<file path="config.mk">
export PLATFORM = sky130hd
export DESIGN_NAME = logm_mul
export DESIGN_NICKNAME = d
export VERILOG_FILES = /design/src/sv/lidar_occupancy_grid_marker_assert.svh /design/src/sv/logm_pkg.sv /design/src/sv/logm_mul.sv
export SDC_FILE = /design/constraint.sdc
export NUM_CORES = 2
export LEC_CHECK = 0
export BUFFER_PORTS_ARGS = -buffer_cell sky130_fd_sc_hd__buf_2
export CAP_MARGIN = 30
export CORE_MARGIN = 8
export CORE_UTILIZATION = 40
export CTS_CLUSTER_DIAMETER = 30
export DETAILED_ROUTE_END_ITERATION = 8
export PLACE_DENSITY = 0.67
export SYNTH_ARGS = -nofsm -noshare
export SYNTH_HDL_FRONTEND = slang
export SYNTH_SLANG_ARGS = --single-unit
</file>
<file path="constraint.sdc">
create_clock -name clk -period 8 [get_ports clk]
set_input_delay 0.8 -clock clk [delete_from_list [all_inputs] [get_ports clk]]
set_output_delay 0.8 -clock clk [all_outputs]
set_load 0.05 [all_outputs]
</file>
<file path="src/sv/lidar_occupancy_grid_marker_assert.svh">
// assertion macros for the lidar occupancy grid marker
// expects signals named clk and rst in the scope of each use
`ifndef LIDAR_OCCUPANCY_GRID_MARKER_ASSERT_SVH
`define LIDAR_OCCUPANCY_GRID_MARKER_ASSERT_SVH
`ifndef SYNTH
// same-cycle implication
`define LOGM_ASSERT_NOW(lbl, pre, post, msg) \
  lbl: assert property (@(posedge clk) disable iff (rst) (pre) |-> (post)) else $error(msg);
// next-cycle implication
`define LOGM_ASSERT_NEXT(lbl, pre, post, msg) \
  lbl: assert property (@(posedge clk) disable iff (rst) (pre) |=> (post)) else $error(msg);
`else
`define LOGM_ASSERT_NOW(lbl, pre, post, msg)
`define LOGM_ASSERT_NEXT(lbl, pre, post, msg)
`endif
`endif

</file>
<file path="src/sv/logm_pkg.sv">
// shared constants, register codes and result item layout
// used by the grid marker top level and its multiplier
package logm_pkg;

  localparam int GRID_WIDTH  = 128;
  localparam int GRID_HEIGHT = 128;
  localparam int COL_W = (GRID_WIDTH > 1) ? $clog2(GRID_WIDTH) : 1;
  localparam int ROW_W = (GRID_HEIGHT > 1) ? $clog2(GRID_HEIGHT) : 1;

  localparam int MUL_W  = 32;
  localparam int PROD_W = 2 * MUL_W;

  localparam int S_TDATA_W = 48;
  localparam int M_TDATA_W = 40;
  localparam int CFG_IDX_W = 3;
  localparam int CFG_DATA_W = 24;

  // sine polynomial coefficients, q14
  localparam logic [15:0] TRIG_QUARTER = 16'd16384;
  localparam logic [15:0] TRIG_C1 = 16'd1160;
  localparam logic [15:0] TRIG_C2 = 16'd10512;
  localparam logic [15:0] TRIG_C3 = 16'd25736;

  // divide by 16384000 = 2^17 * 125; floor(2^37 / 125) reciprocal
  localparam logic [MUL_W-1:0] DIV_CONST  = 32'd125;
  localparam logic [MUL_W-1:0] RECIP_125  = 32'd1099511627;

  localparam logic [15:0] RST_RANGE_LOW  = 16'd0;
  localparam logic [15:0] RST_RANGE_HIGH = 16'd65535;
  localparam logic [15:0] RST_ANGLE_START = 16'd0;
  localparam logic [15:0] RST_ANGLE_STEP = 16'd0;
  localparam logic [15:0] RST_HEADING    = 16'd0;
  localparam logic [23:0] RST_POSE_X     = 24'd12800;
  localparam logic [23:0] RST_POSE_Y     = 24'd12800;
  localparam logic [15:0] RST_CPM        = 16'd5120;

  typedef enum logic [CFG_IDX_W-1:0] {
    REG_RANGE_LOW,
    REG_RANGE_HIGH,
    REG_ANGLE_START,
    REG_ANGLE_STEP,
    REG_HEADING,
    REG_POSE_X,
    REG_POSE_Y,
    REG_CPM
  } cfg_reg_t;

  // result item, lowest field last
  typedef struct packed {
    logic        occupied;
    logic [15:0] cell_y;
    logic [15:0] cell_x;
    logic        marked;
    logic        in_range;
  } logm_out_t;

endpackage

</file>
<file path="src/sv/logm_mul.sv">
// shared unsigned multiplier with registered product
// depends on logm_pkg for operand width
module logm_mul import logm_pkg::*; (
  input  logic              clk,
  input  logic [MUL_W-1:0]  a,
  input  logic [MUL_W-1:0]  b,
  output logic [PROD_W-1:0] p
);

  always_ff @(posedge clk) begin
    p <= {{MUL_W{1'b0}}, a} * {{MUL_W{1'b0}}, b};
  end

endmodule

</file>
# Word level (Yosys, flattened, before mapping)
# Index checks and enable logic that the tools add are counted.
[totals]
ff_bits = 64
input_bits = 65
out_inout_bits = 64
[op_classes]
multipliers = 1
[op_table]
columns = ["cell", "n"]
rows = [
  ["32-bit by 32-bit multiplier with 64-bit output", 1],
]

# Logic depth before layout (Yosys ltp)
[logic_depth]
ltp_word = 1
ltp_mapped = 29

# Least setup slack after synthesis
# Ideal clock, no wire load.
[synth_timing]
path_type = "input -> register"
from = "input a[25]"
to = "register p[62]"
setup_ns = 0.072
arrival_ns = 7.481
t_required_ns = 7.928
setup_slack_ns = 0.447
stages = 25
path_buffers = 2
cell_sequence = "clkbuf_1 -> nand2_1 -> fa_1 -> inv_1 -> fa_1 -> inv_1 -> fa_1 -> inv_1 -> fa_1 -> fa_1 -> fa_1 -> fa_1 -> inv_1 -> fa_1 -> inv_1 -> ha_1 -> buf_2 -> nand4_1 -> or4_1 -> or3_1 -> a31oi_1 -> a31o_2 -> a211oi_1 -> o21ai_1 -> xor2_1"
[synth_via]
elab_chain_len = 1
[synth_rtl]
columns = ["item", "line", "rtl"]
rows = [
  ["start, declared", "logm_mul.sv:5", "input logic [MUL_W-1:0] a,"],
  ["32-bit by 32-bit multiplier with 64-bit output", "logm_mul.sv:11", "p <= {{MUL_W{1'b0}}, a} * {{MUL_W{1'b0}}, b};"],
  ["end signal, assigned", "logm_mul.sv:11", ""],
  ["end, declared", "logm_mul.sv:7", "output logic [PROD_W-1:0] p"],
]
# Every way passes these cells.

# Worst setup path in the final report
[layout_timing]
from = "input b[8]"
to = "register p[62]"
[layout_via]
elab_chain_len = 1
[layout_rtl]
columns = ["item", "line", "rtl"]
rows = [
  ["start, declared", "logm_mul.sv:6", "input logic [MUL_W-1:0] b,"],
  ["32-bit by 32-bit multiplier with 64-bit output", "logm_mul.sv:11", ""],
]
# Every way passes these cells.

==> reports/qor.txt <==
post-synth cell types: 57
Post-Syn Instances: 3748
Final Max Tran Viols: 0
DRT iter0 DRCs: 1548
FF+latch count, synth: 64
first-pass GRT wire length: 146000 um
Initial Utilization: 40.2%
YS warnings: 0
EDFF count, synth: 0
met1 GRT Util: 23.3%
Slew HR: 51.7%
final core occ: 43.4%
Via density: 5.00
Largest regs: p: 64 flops
die height: 310 um
fin nets: 5041
DR vias: 24900
final-layout worst hold slack: 1.11 ns
Final Hold Fails: 0
CP arrival: 7.92 ns
critical path class: input pin to flip-flop
Synth Area per Inst: 9.25 sq um
Tcrit/Tclk final: 96.1%
WL/cell: 18.1 um
# IOs: 129
Root Buffer: clkbuf_16
GRT Overall Usage: 19.4%
Largest register FFs: 64
htree depth: 3
placed inst area: 37200 sq um
most common cell after layout, fill and taps aside: fa_1
most used routing layer: met2
# fillers: 8347
endpoint type of the worst setup path: flip-flop
cts hold-fix bufs: 0
DRC viols: 0
Post-synth ARST share: 0%
TritonCTS clock tree: done
status: complete, no violations
Num CTS Buffers: 9
Period minus WS final: 7.69 ns
initial antenna violation count: 9
Finished Cell Area: 37500 sq um
post-DP HPWL: 80100 um
clk buf depth: 2
Most flops, register: p
Final setup viols: 0
layout cells sized above 1: 8.16%
Port Buf Inserts: 128
DIE WIDTH: 310 um
clock-pin slew on the worst setup and hold paths: 0.06 ns
P&R area growth vs syn: 8.14%
Crit-path slowest cell: fa_1
vias in the first global route: 27000
maximum clock rate: 130 MHz
GRT Residual Overflow: 0
Clock Sinks: 64
GR Util met2: 35.1%
Core Region: 86300 sq um
Worst Hold Class: input pin to flip-flop
startpoint types: input pin
Synth Flop Type: dfxtp_1
Req. time, crit path: 8.23 ns
worst-path maximum fanout: 14
die area: 96400 sq um
cell mode on critical path: fa_1
sequential share of the synthesized area: 3.69%
unrepaired setup endpoints after global routing: false
met3 usage: 2.56%
Syn Std Cell Area: 34700 sq um
Detailed Routing Iterations Pass 1: 5
most frequent cells in the layout: 896 x fa_1, 865 x inv_1, 602 x and2_1, 480 x nand2_1, 263 x ha_1
RePlAce Congestion: 0.907
crit-path max cell delay: 0.58 ns
largest net degree at the start of global routing: 33
DRT antenna net count: 0
Post CTS Setup Buffer Count: 0
maxcap violations: 0
Mapped Nets: 4972
Tightest Pin Transition: 0.725 ns
WL final: 90300 um
num rows: 108
==> stage by stage <==
step	setup TNS [ns]	instances	worst slack, ns
2_1_floorplan	0	3748	0.447
3_3_place_gp	-0.0958	4961	-0.0501
3_5_place_dp	-0.177	4961	-0.114
4_1_cts	0	4977	0.264
5_1_grt	0	4981	0.0479
6_report	0	4982	0.313
==> critical path, delay by kind of cell <==
family | cells | cell delay (ns)
adders and majority gates | 9 | 4.31
AOI/OAI and AO/OA | 8 | 1.53
buffers and inverters | 6 | 0.96
and+or+nand+nor | 1 | 0.15
xor gates and xnor gates | 1 | 0.15
==> timing repair <==
action,4_1_cts,5_1_grt
resized for setup,0,5
hold endpoints to repair,0,0
setup endpoints to repair,0,7
==> area by class of cell <==
class | count | area (sq um) | area share [%]
sequential | 64 | 1280 | 3.42
clock inverter | 6 | 60.1 | 0.160
antenna | 5 | 12.5 | 0.0334
timing repair buffer | 278 | 1900 | 5.07
clock buffer | 10 | 229 | 0.611
inverter | 865 | 3250 | 8.66
multi-input combinational | 2599 | 29300 | 78.2
tap | 1155 | 1450 | 3.85
==> cell usage after synthesis, drive strengths merged, types with 3 or more instances <==
cell type	n	area share, %
o21ai	26	0.38
and3	14	0.25
fa	896	52
a31oi	12	0.22
nor3	7	0.10
a21boi	3	0.065
nand2	480	5.2
buf	7	0.097
xnor2	35	0.88
and4	3	0.076
a21oi	66	0.99
xor2	25	0.63
nand3	10	0.14
o221ai	3	0.076
o21bai	11	0.25
a21o	40	0.87
nand4	23	0.41
a221oi	4	0.25
dfxtp	64	3.7
o31ai	5	0.23
inv	865	9.4
or3	3	0.054
o21a	9	0.19
a211oi	3	0.065
clkbuf	213	2.3
or2	3	0.054
ha	263	9.5
and2	602	11
a221o	4	0.12
or4	3	0.065
nor2	20	0.22
==> path summary, 6_finish.rpt <==
path	from	endpoint	slack, ns	depth (start not counted)
setup / recovery	b[8]	p[62]	0.31	25
hold / removal	b[0]	p[0]	1.11	2
==> kinds of logic after synthesis <==
kind of cell | after synthesis | share of synthesized area, %
simple gates | 1177 | 17.6
xor+xnor | 60 | 1.52
mux | 1 | 0.0289
compound gates | 202 | 4.15
fa+ha+maj | 1159 | 61.2
flops | 64 | 3.69
buf+inv | 1085 | 11.8
==> layer usage <==
layer  part of all wire [%]  vias to the layer above
li1                       -                    11000
met1                     38                    13000
met2                     53                      724
met3                    5.2                      184
met4                    4.2                        6
met5                  0.037                        -
Power is not shown: default switching activity piles up to over one toggle a cycle in this logic, so the estimate is an artifact.
