**src/sv/lidar_occupancy_grid_marker_assert.svh**
```systemverilog
// assertion macros for the lidar occupancy grid marker
// expects signals named clk and rst in the scope of each use
`ifndef LIDAR_OCCUPANCY_GRID_MARKER_ASSERT_SVH
`define LIDAR_OCCUPANCY_GRID_MARKER_ASSERT_SVH
`ifndef SYNTH
// same-cycle implication
`define LOGM_ASSERT_NOW(lbl, pre, post, msg) \
  lbl: assert property (@(posedge clk) disable iff (rst) (pre) |-> (post)) else $error(msg);
// next-cycle implication
`define LOGM_ASSERT_NEXT(lbl, pre, post, msg) \
  lbl: assert property (@(posedge clk) disable iff (rst) (pre) |=> (post)) else $error(msg);
`else
`define LOGM_ASSERT_NOW(lbl, pre, post, msg)
`define LOGM_ASSERT_NEXT(lbl, pre, post, msg)
`endif
`endif

```
**src/sv/logm_ram.sv**
```systemverilog
// generic single-port ram with registered read data
// no package dependency
module logm_ram #(
  parameter int WIDTH = 8,
  parameter int DEPTH = 16
) (
  input  logic                                     clk,
  input  logic [(DEPTH > 1 ? $clog2(DEPTH) : 1)-1:0] addr,
  input  logic                                     we,
  input  logic [WIDTH-1:0]                         wdata,
  output logic [WIDTH-1:0]                         rdata
);

  logic [WIDTH-1:0] mem [DEPTH];

  always_ff @(posedge clk) begin
    if (we) begin
      mem[addr] <= wdata;
    end
    rdata <= mem[addr];
  end

endmodule

```
**config.mk**
```make
export PLATFORM = sky130hd
export DESIGN_NAME = logm_ram
export DESIGN_NICKNAME = d
export VERILOG_FILES = /design/src/sv/lidar_occupancy_grid_marker_assert.svh /design/src/sv/logm_ram.sv
export SDC_FILE = /design/constraint.sdc
export NUM_CORES = 1
export LEC_CHECK = 0
export ABC_AREA = 1
export BUFFER_PORTS_ARGS = -buffer_cell sky130_fd_sc_hd__buf_2
export CORE_UTILIZATION = 61
export CTS_CLUSTER_DIAMETER = 150
export DETAILED_ROUTE_END_ITERATION = 12
export GPL_TIMING_DRIVEN = 0
export PLACE_DENSITY_LB_ADDON = 0.3
export SYNTH_ARGS = -nofsm -noshare
export SYNTH_HDL_FRONTEND = slang
export SYNTH_SLANG_ARGS = --single-unit
```
**constraint.sdc**
```tcl
create_clock -name clk -period 3.3 [get_ports clk]
set_input_delay 0.66 -clock clk [delete_from_list [all_inputs] [get_ports clk]]
set_output_delay 0.66 -clock clk [all_outputs]
set_load 0.02 [all_outputs]
```
* Yosys cells after proc, flatten, opt, wreduce, memory -nomap -nowiden
Memory sizes are Yosys's and may differ from the RTL's. A register that Yosys moved wholly into a read port is not among the register bits.
Cells that the tools add are included.
** Operators by class
- Mux-type cells :: 2
** Operator list (count)
- $mux W1 :: 2
** Storage, ports and cells
- Memory bits (writable) :: 128
- Memories kept :: 1
- Register bits after elaboration :: 0
- Input port bits :: 14
** Memory list
- mem :: words 16, width 8, rd ports 1, clocked after memory_dff 1, wr ports 1, RTL line logm_ram.sv:14 : logic [WIDTH-1:0] mem [DEPTH];

* Longest topological paths before layout
Gate-level depths: netlist of the first run.
- Depth in word-level cells :: 2
- Depth in mapped cells :: 11
- Mapped depth without buffers :: 9

* Worst setup path before layout of the first run
Ideal clock, no wire load.
- Kind :: input to register
- Start point :: in addr[1] in the netlist's numbering
- End point :: mem mem[3][0], enable pin
- Arrival :: 1667 ps
- Setup slack :: 1263 ps
- Data required time :: 2930 ps
- Path buffers :: 2
- Cell stages on the path :: 4
- Path through :: buf_2 clkbuf_1 nand3_1 nor2_1
** RTL lines
- from (decl) :: RTL line logm_ram.sv:8 : input logic [(DEPTH > 1 ? $clog2(DEPTH) : 1)-1:0] addr,
- to (decl) :: RTL line logm_ram.sv:14
No word-level cell before the write port.

* Worst setup path after layout of the first run
- Start point :: in addr[1] in the netlist's numbering
- End point :: mem mem[11][1], enable pin
No word-level cell before the write port.

==> qor.csv, run 1 <==
metric;value;unit
cap_violations;0;
drtIter0Drc;391;
postCtsSetupRepairBufs;0;
rows;34;
core;8810;um2
violations;design-rule violations;
vdd_ir_drop_max;0.545;mV
status;complete, but fails checks;
cts_max_level;4;
setup_viol;0;
clk_path_buf_depth;2;
end_kind;register;
clkTransAtPathRegs;60;ps
period_share;63.0;%
fin_setup_tns;0;ps
initial_core_util;63.5;%
synth_area_leader_cell;edfxtp_1;
crit_path_start_kind;input pin;
post-route-util;73.5;%
synthMuxAreaShare;0;%
r2r_start;mem[3][0];
pwr-share-seq;45.7;%
fin_skew;4.63;ps
grt_pass1_vias;3773;
critical_path_class;in2reg;
wire_per_inst;17.3;um
max_clock_freq;481;MHz
grt_max_degree;17;
antenna_found_initial;0;
synth-compound-area-share;0;%
synth-simple-area-share;24.8;%
gp_congestion;0.963;
synth-seq-cells;136;
powerDensity;656;nW/um2
numCtsBuffers;17;
totalWireLength;12200;um
final_cell_mix;nand2_1, edfxtp_1, buf_2;
relSlewSlack;45.0;%
drt-vias-per-instance;5.43;
final_common_cell;nand2_1;
period_needed;2080;ps
synth_top_family_by_area;simple AND/OR/NAND/NOR gates;
syn_nets;562;
worst_skew_pair.late_latency;520;ps
synth-adder-area-share;0;%
worst_pin_slew;823;ps
grt_use_total;27.7;%
vias;3839;
dr.pass1.iters;10;
synth-xor-area-share;0;%
rsz0062_at_grt;no;
final_antenna_net_count;0;
fin_nets;601;
io_pins;22;
finalInstanceArea;6470;um2
synth.top_cell.area_share;68.7;%
drc;2;
ys_types;11;
holdWs;561;ps
netlist_area;5590;um2
ys_warn_count;0;
cts_tree;built;
comb_power_share;5.9;%
hold_start;wdata[4];
path_max_fanout;10;
p_sw;0.880;mW
p_int;3.37;mW
min_path_type;in2reg;
cts_resized;0;
grt_pass1_wl;19200;um
placed_area;5830;um2
cp-startpoint;addr[1];
numClockSinks;136;
pwr-share-clk;48.4;%
die_height;97.8;um
die_area;9560;um2
synth.avg_cell_area;10.2;um2
cp.arrival;2230;ps
dpl.hpwl;7630;um
root_buffer;clkbuf_8;
drive_above_1_share;11.2;%
swShare;20.7;%
synth_area_leaders;edfxtp_1, nand2_1, dfxtp_1;
maxSlewViolCount;0;
syn2layout_area_growth;15.7;%
port_buffers;20;
die_x;97.8;um
required;3450;ps
hold_buffers;0;
antenna_cells;0;
syn_inst;548;
hold_viol;0;
grt_overflow_total;0;
power_leakage;2.81;nW
ys_seq_area_share;71.6;%
[worst paths after layout]
path / end / slack (ps) / cells after the start
worst max-delay path: mem[11][1] / 1220 / 4
worst min-delay path: mem[0][4] / 560 / 1
worst max register to register: rdata[0] / 2290 / 8
worst min register to register: rdata[2] / 710 / 8
[worst max-delay path, stage by stage]
cell and delay, ps:
buf_2 170, clkbuf_1 400, nand3_1 290, nor2_1 710
[per-layer routing]
| metal | global-route usage, % | routed length, um | up-vias |
|---|---|---|---|
| li1 | - | - | 1834 |
| met1 | 36.2 | 4780 | 1770 |
| met2 | 45.6 | 6100 | 209 |
| met3 | 5.87 | 1050 | 26 |
| met4 | 12.2 | 306 | 0 |
| met5 | 0 | 0 | - |
[cell families after synthesis]
kind of cell | count (synthesis)
buffers and inverters | 44
flip-flops | 136
AND/OR/NAND/NOR | 368
[synth_stat cells]
cell type,count
buf_2,12
buf_4,6
clkbuf_1,3
clkinv_1,1
dfxtp_1,8
edfxtp_1,128
inv_1,21
inv_2,1
nand2_1,346
nand3_1,4
nor2_1,18
[cell type report]
class                   instances  area [um2]
plain buffers                  21         116
clock buffers                  17         414
clock inverters                14         230
fillers                       568        2330
inverters                      23        86.3
multi-input cells             368        1390
flip-flops and latches        136        4000
well taps                     108         135
repair buffers                 20         100
[per-stage QoR]
step	std cells	power, mW	setup WS, ps
2_1_floorplan	548	2.12	1260
3_3_place_gp	676	2.21	804
3_5_place_dp	676	2.22	664
4_1_cts	707	4.25	1230
5_1_grt	707	4.36	1140
6_report	707	4.25	1220
[power by group through the flow]
stage / sequential, mW / clock, mW / combinational [mW]
after floorplan: 1.99 / 0 / 0.133
after global placement: 1.98 / 0 / 0.236
after detailed placement: 1.98 / 0 / 0.244
after CTS: 1.94 / 2.06 / 0.249
after global routing: 1.94 / 2.14 / 0.277
final: 1.94 / 2.05 / 0.251
[sequential cells by signal (all words and copies together), names as in the netlist]
| register | cells |
|---|---|
| mem | 128 |
| rdata | 8 |
(Power assumes the default switching activity.)
==> run 2, diff against run 1 <==
CORE_UTILIZATION = 55   (was 61)
clock period = 1.8 ns   (was 3.3 ns; I/O delays follow)
==> qor.csv, run 2 (same netlist as run 1, synthesis figures left out) <==
metric;value;unit;change
grt_pass1_wl;19000;um;-0.79%
drive_above_1_share;13.0;%;+1.8 points
antenna_cells;0;;unchanged
clk_path_buf_depth;2;;unchanged
dr.pass1.iters;5;;-5
drc;0;;-2
cp_cell_sequence;buf_2, clkbuf_1, nand3_1, nor2_1;;
hold_viol;0;;unchanged
status;complete, no violations;;
vdd_ir_drop_max;0.707;mV;+30%
period_needed;1760;ps;
cts_max_level;4;;unchanged
vias;3779;;-1.6%
comb_power_share;6.1;%;+0.2 points
cp_slowest_stage_delay;640;ps;-70 ps
grt_overflow_total;0;;unchanged
die_x;103;um;+5.2%
regMostFlops;mem;;
cp.arrival;1920;ps;-310 ps
multiInputGateArea;1410;um2;+1.4%
die_height;103;um;+5.2%
setup_viol;0;;unchanged
top_regs;mem: 128 flops, rdata: 8 flops;;
numCtsBuffers;17;;unchanged
rsz0062_at_grt;yes;;
final_common_cell;nand2_1;;
p_sw;1.62;mW;+84%
relSlewSlack;51.0;%;+6.1 points
critical_path_class;in2reg;;
drt-vias-per-instance;5.16;;-5.1%
pwr-share-seq;47.5;%;+1.8 points
core;9820;um2;+12%
pwr-share-clk;46.4;%;-2.0 points
use_met3;5.08;%;-0.78 points
min_path_type;in2reg;;
grt_pass1_vias;3657;;-3.1%
grt_use_total;26.1;%;-1.6 points
port_buffers;20;;unchanged
fin_skew;4.88;ps;+0.249 ps
period_share;98.0;%;
fin_nets;601;;unchanged
path_max_fanout;10;;unchanged
cts_tree;built;;
initial_core_util;57.0;%;-6.6 points
numClockSinks;136;;unchanged
power_leakage;2.78;nW;-1.2%
finalPower;7.49;mW;+76%
worst_skew_pair.late_latency;530;ps;about the same
grt.busiest_layer;met2;;
maxSlewViolCount;0;;unchanged
io_pins;22;;unchanged
grt_max_degree;17;;unchanged
end_kind;register;;
rows;36;;+5.9%
required;1960;ps;-1490 ps
seqCellArea;4000;um2;unchanged
drtIter0Drc;276;;-29%
cap_violations;0;;unchanged
powerDensity;1150;nW/um2;+76%
worst_pin_slew;732;ps;-90.8 ps
met2_usage;41.7;%;-3.8 points
swShare;21.6;%;+0.88 points
gp_congestion;0.867;;-10%
syn2layout_area_growth;15.9;%;
largest_register_ffs;128;;unchanged
dpl.hpwl;7600;um;-0.40%
final_cell_mix;nand2_1, edfxtp_1, buf_2;;
antenna_found_initial;0;;unchanged
clkTransAtPathRegs;60;ps;about the same
final_antenna_net_count;0;;unchanged
n_fill_cell;761;;+34%
root_buffer;clkbuf_8;;
wire_per_inst;16.5;um;-4.9%
totalWireLength;12100;um;-1.4%
crit_path_start_kind;input pin;;
met1_usage;33.3;%;-2.9 points
max_clock_freq;567;MHz;
die_area;10600;um2;+11%
p_int;5.87;mW;+74%
slowest_stage;nor2_1;;
postCtsSetupRepairBufs;0;;unchanged
post-route-util;66.0;%;-7.5 points
==> run 2: changes by cell type in the layout (fill, tap and decap cells not counted), sizes merged <==
cell | before | now
clkinvlp | 1 | 6
clkinv | 8 | 4
bufinv | 6 | 3
clkbuf | 20 | 23
==> run 2: routing by layer <==
layer	share of wire (%)	routed length, um
met5	0	0
met1	41	4890
met4	4.4	529
met3	6.0	721
met2	49	5920
==> run 2: timing repair <==
action | in CTS | in global routing
resized for setup | 0 | 8
setup endpoints to repair | 0 | 86
hold buffers | 0 | 0
==> run 2: cell type report <==
| class | count | area share [%] |
|---|---|---|
| clock inverters | 12 | 2.30 |
| multi-input cells | 368 | 21.7 |
| repair buffers | 20 | 1.54 |
| flip-flops and latches | 136 | 61.8 |
| clock buffers | 20 | 7.02 |
| plain buffers | 21 | 1.79 |
| inverters | 23 | 1.33 |
| well taps | 133 | 2.57 |
==> run 2: worst paths after layout <==
check                  start         end  slack, ps  cells past startpoint
setup reg to reg  mem[13][0]    rdata[0]        760                      8
hold / removal      wdata[4]   mem[8][4]        260                      1
hold reg to reg   mem[11][2]    rdata[2]        700                      8
setup / recovery     addr[1]  mem[11][5]         40                      4
==> run 2: power by group through the flow <==
stage | clock network [mW] | registers (mW) | logic, mW
2_1_floorplan | 0 | 3.65 | 0.244
3_3_place_gp | 0 | 3.62 | 0.441
3_5_place_dp | 0 | 3.62 | 0.447
4_1_cts | 3.50 | 3.56 | 0.452
5_1_grt | 3.61 | 3.57 | 0.514
6_report | 3.47 | 3.56 | 0.457
==> run 2: stage by stage <==
stage / hold slack [ps] / area, um2 / worst slack (ps) / std cells / setup TNS, ps
4_1_cts: 237 / 6460 / 68.3 / 733 / 0
3_3_place_gp: 696 / 5860 / -449 / 701 / -51000
5_1_grt: 251 / 6480 / -86.3 / 733 / -3770
3_5_place_dp: 693 / 5860 / -487 / 701 / -56340
2_1_floorplan: 459 / 5590 / 62.8 / 548 / 0
6_report: 255 / 6480 / 36.0 / 733 / 0
==> run 2: worst max-delay path, delay by kind of cell <==
kind	cells	cell delay, ps
buffers and inverters	2	600
AND/OR/NAND/NOR	2	950
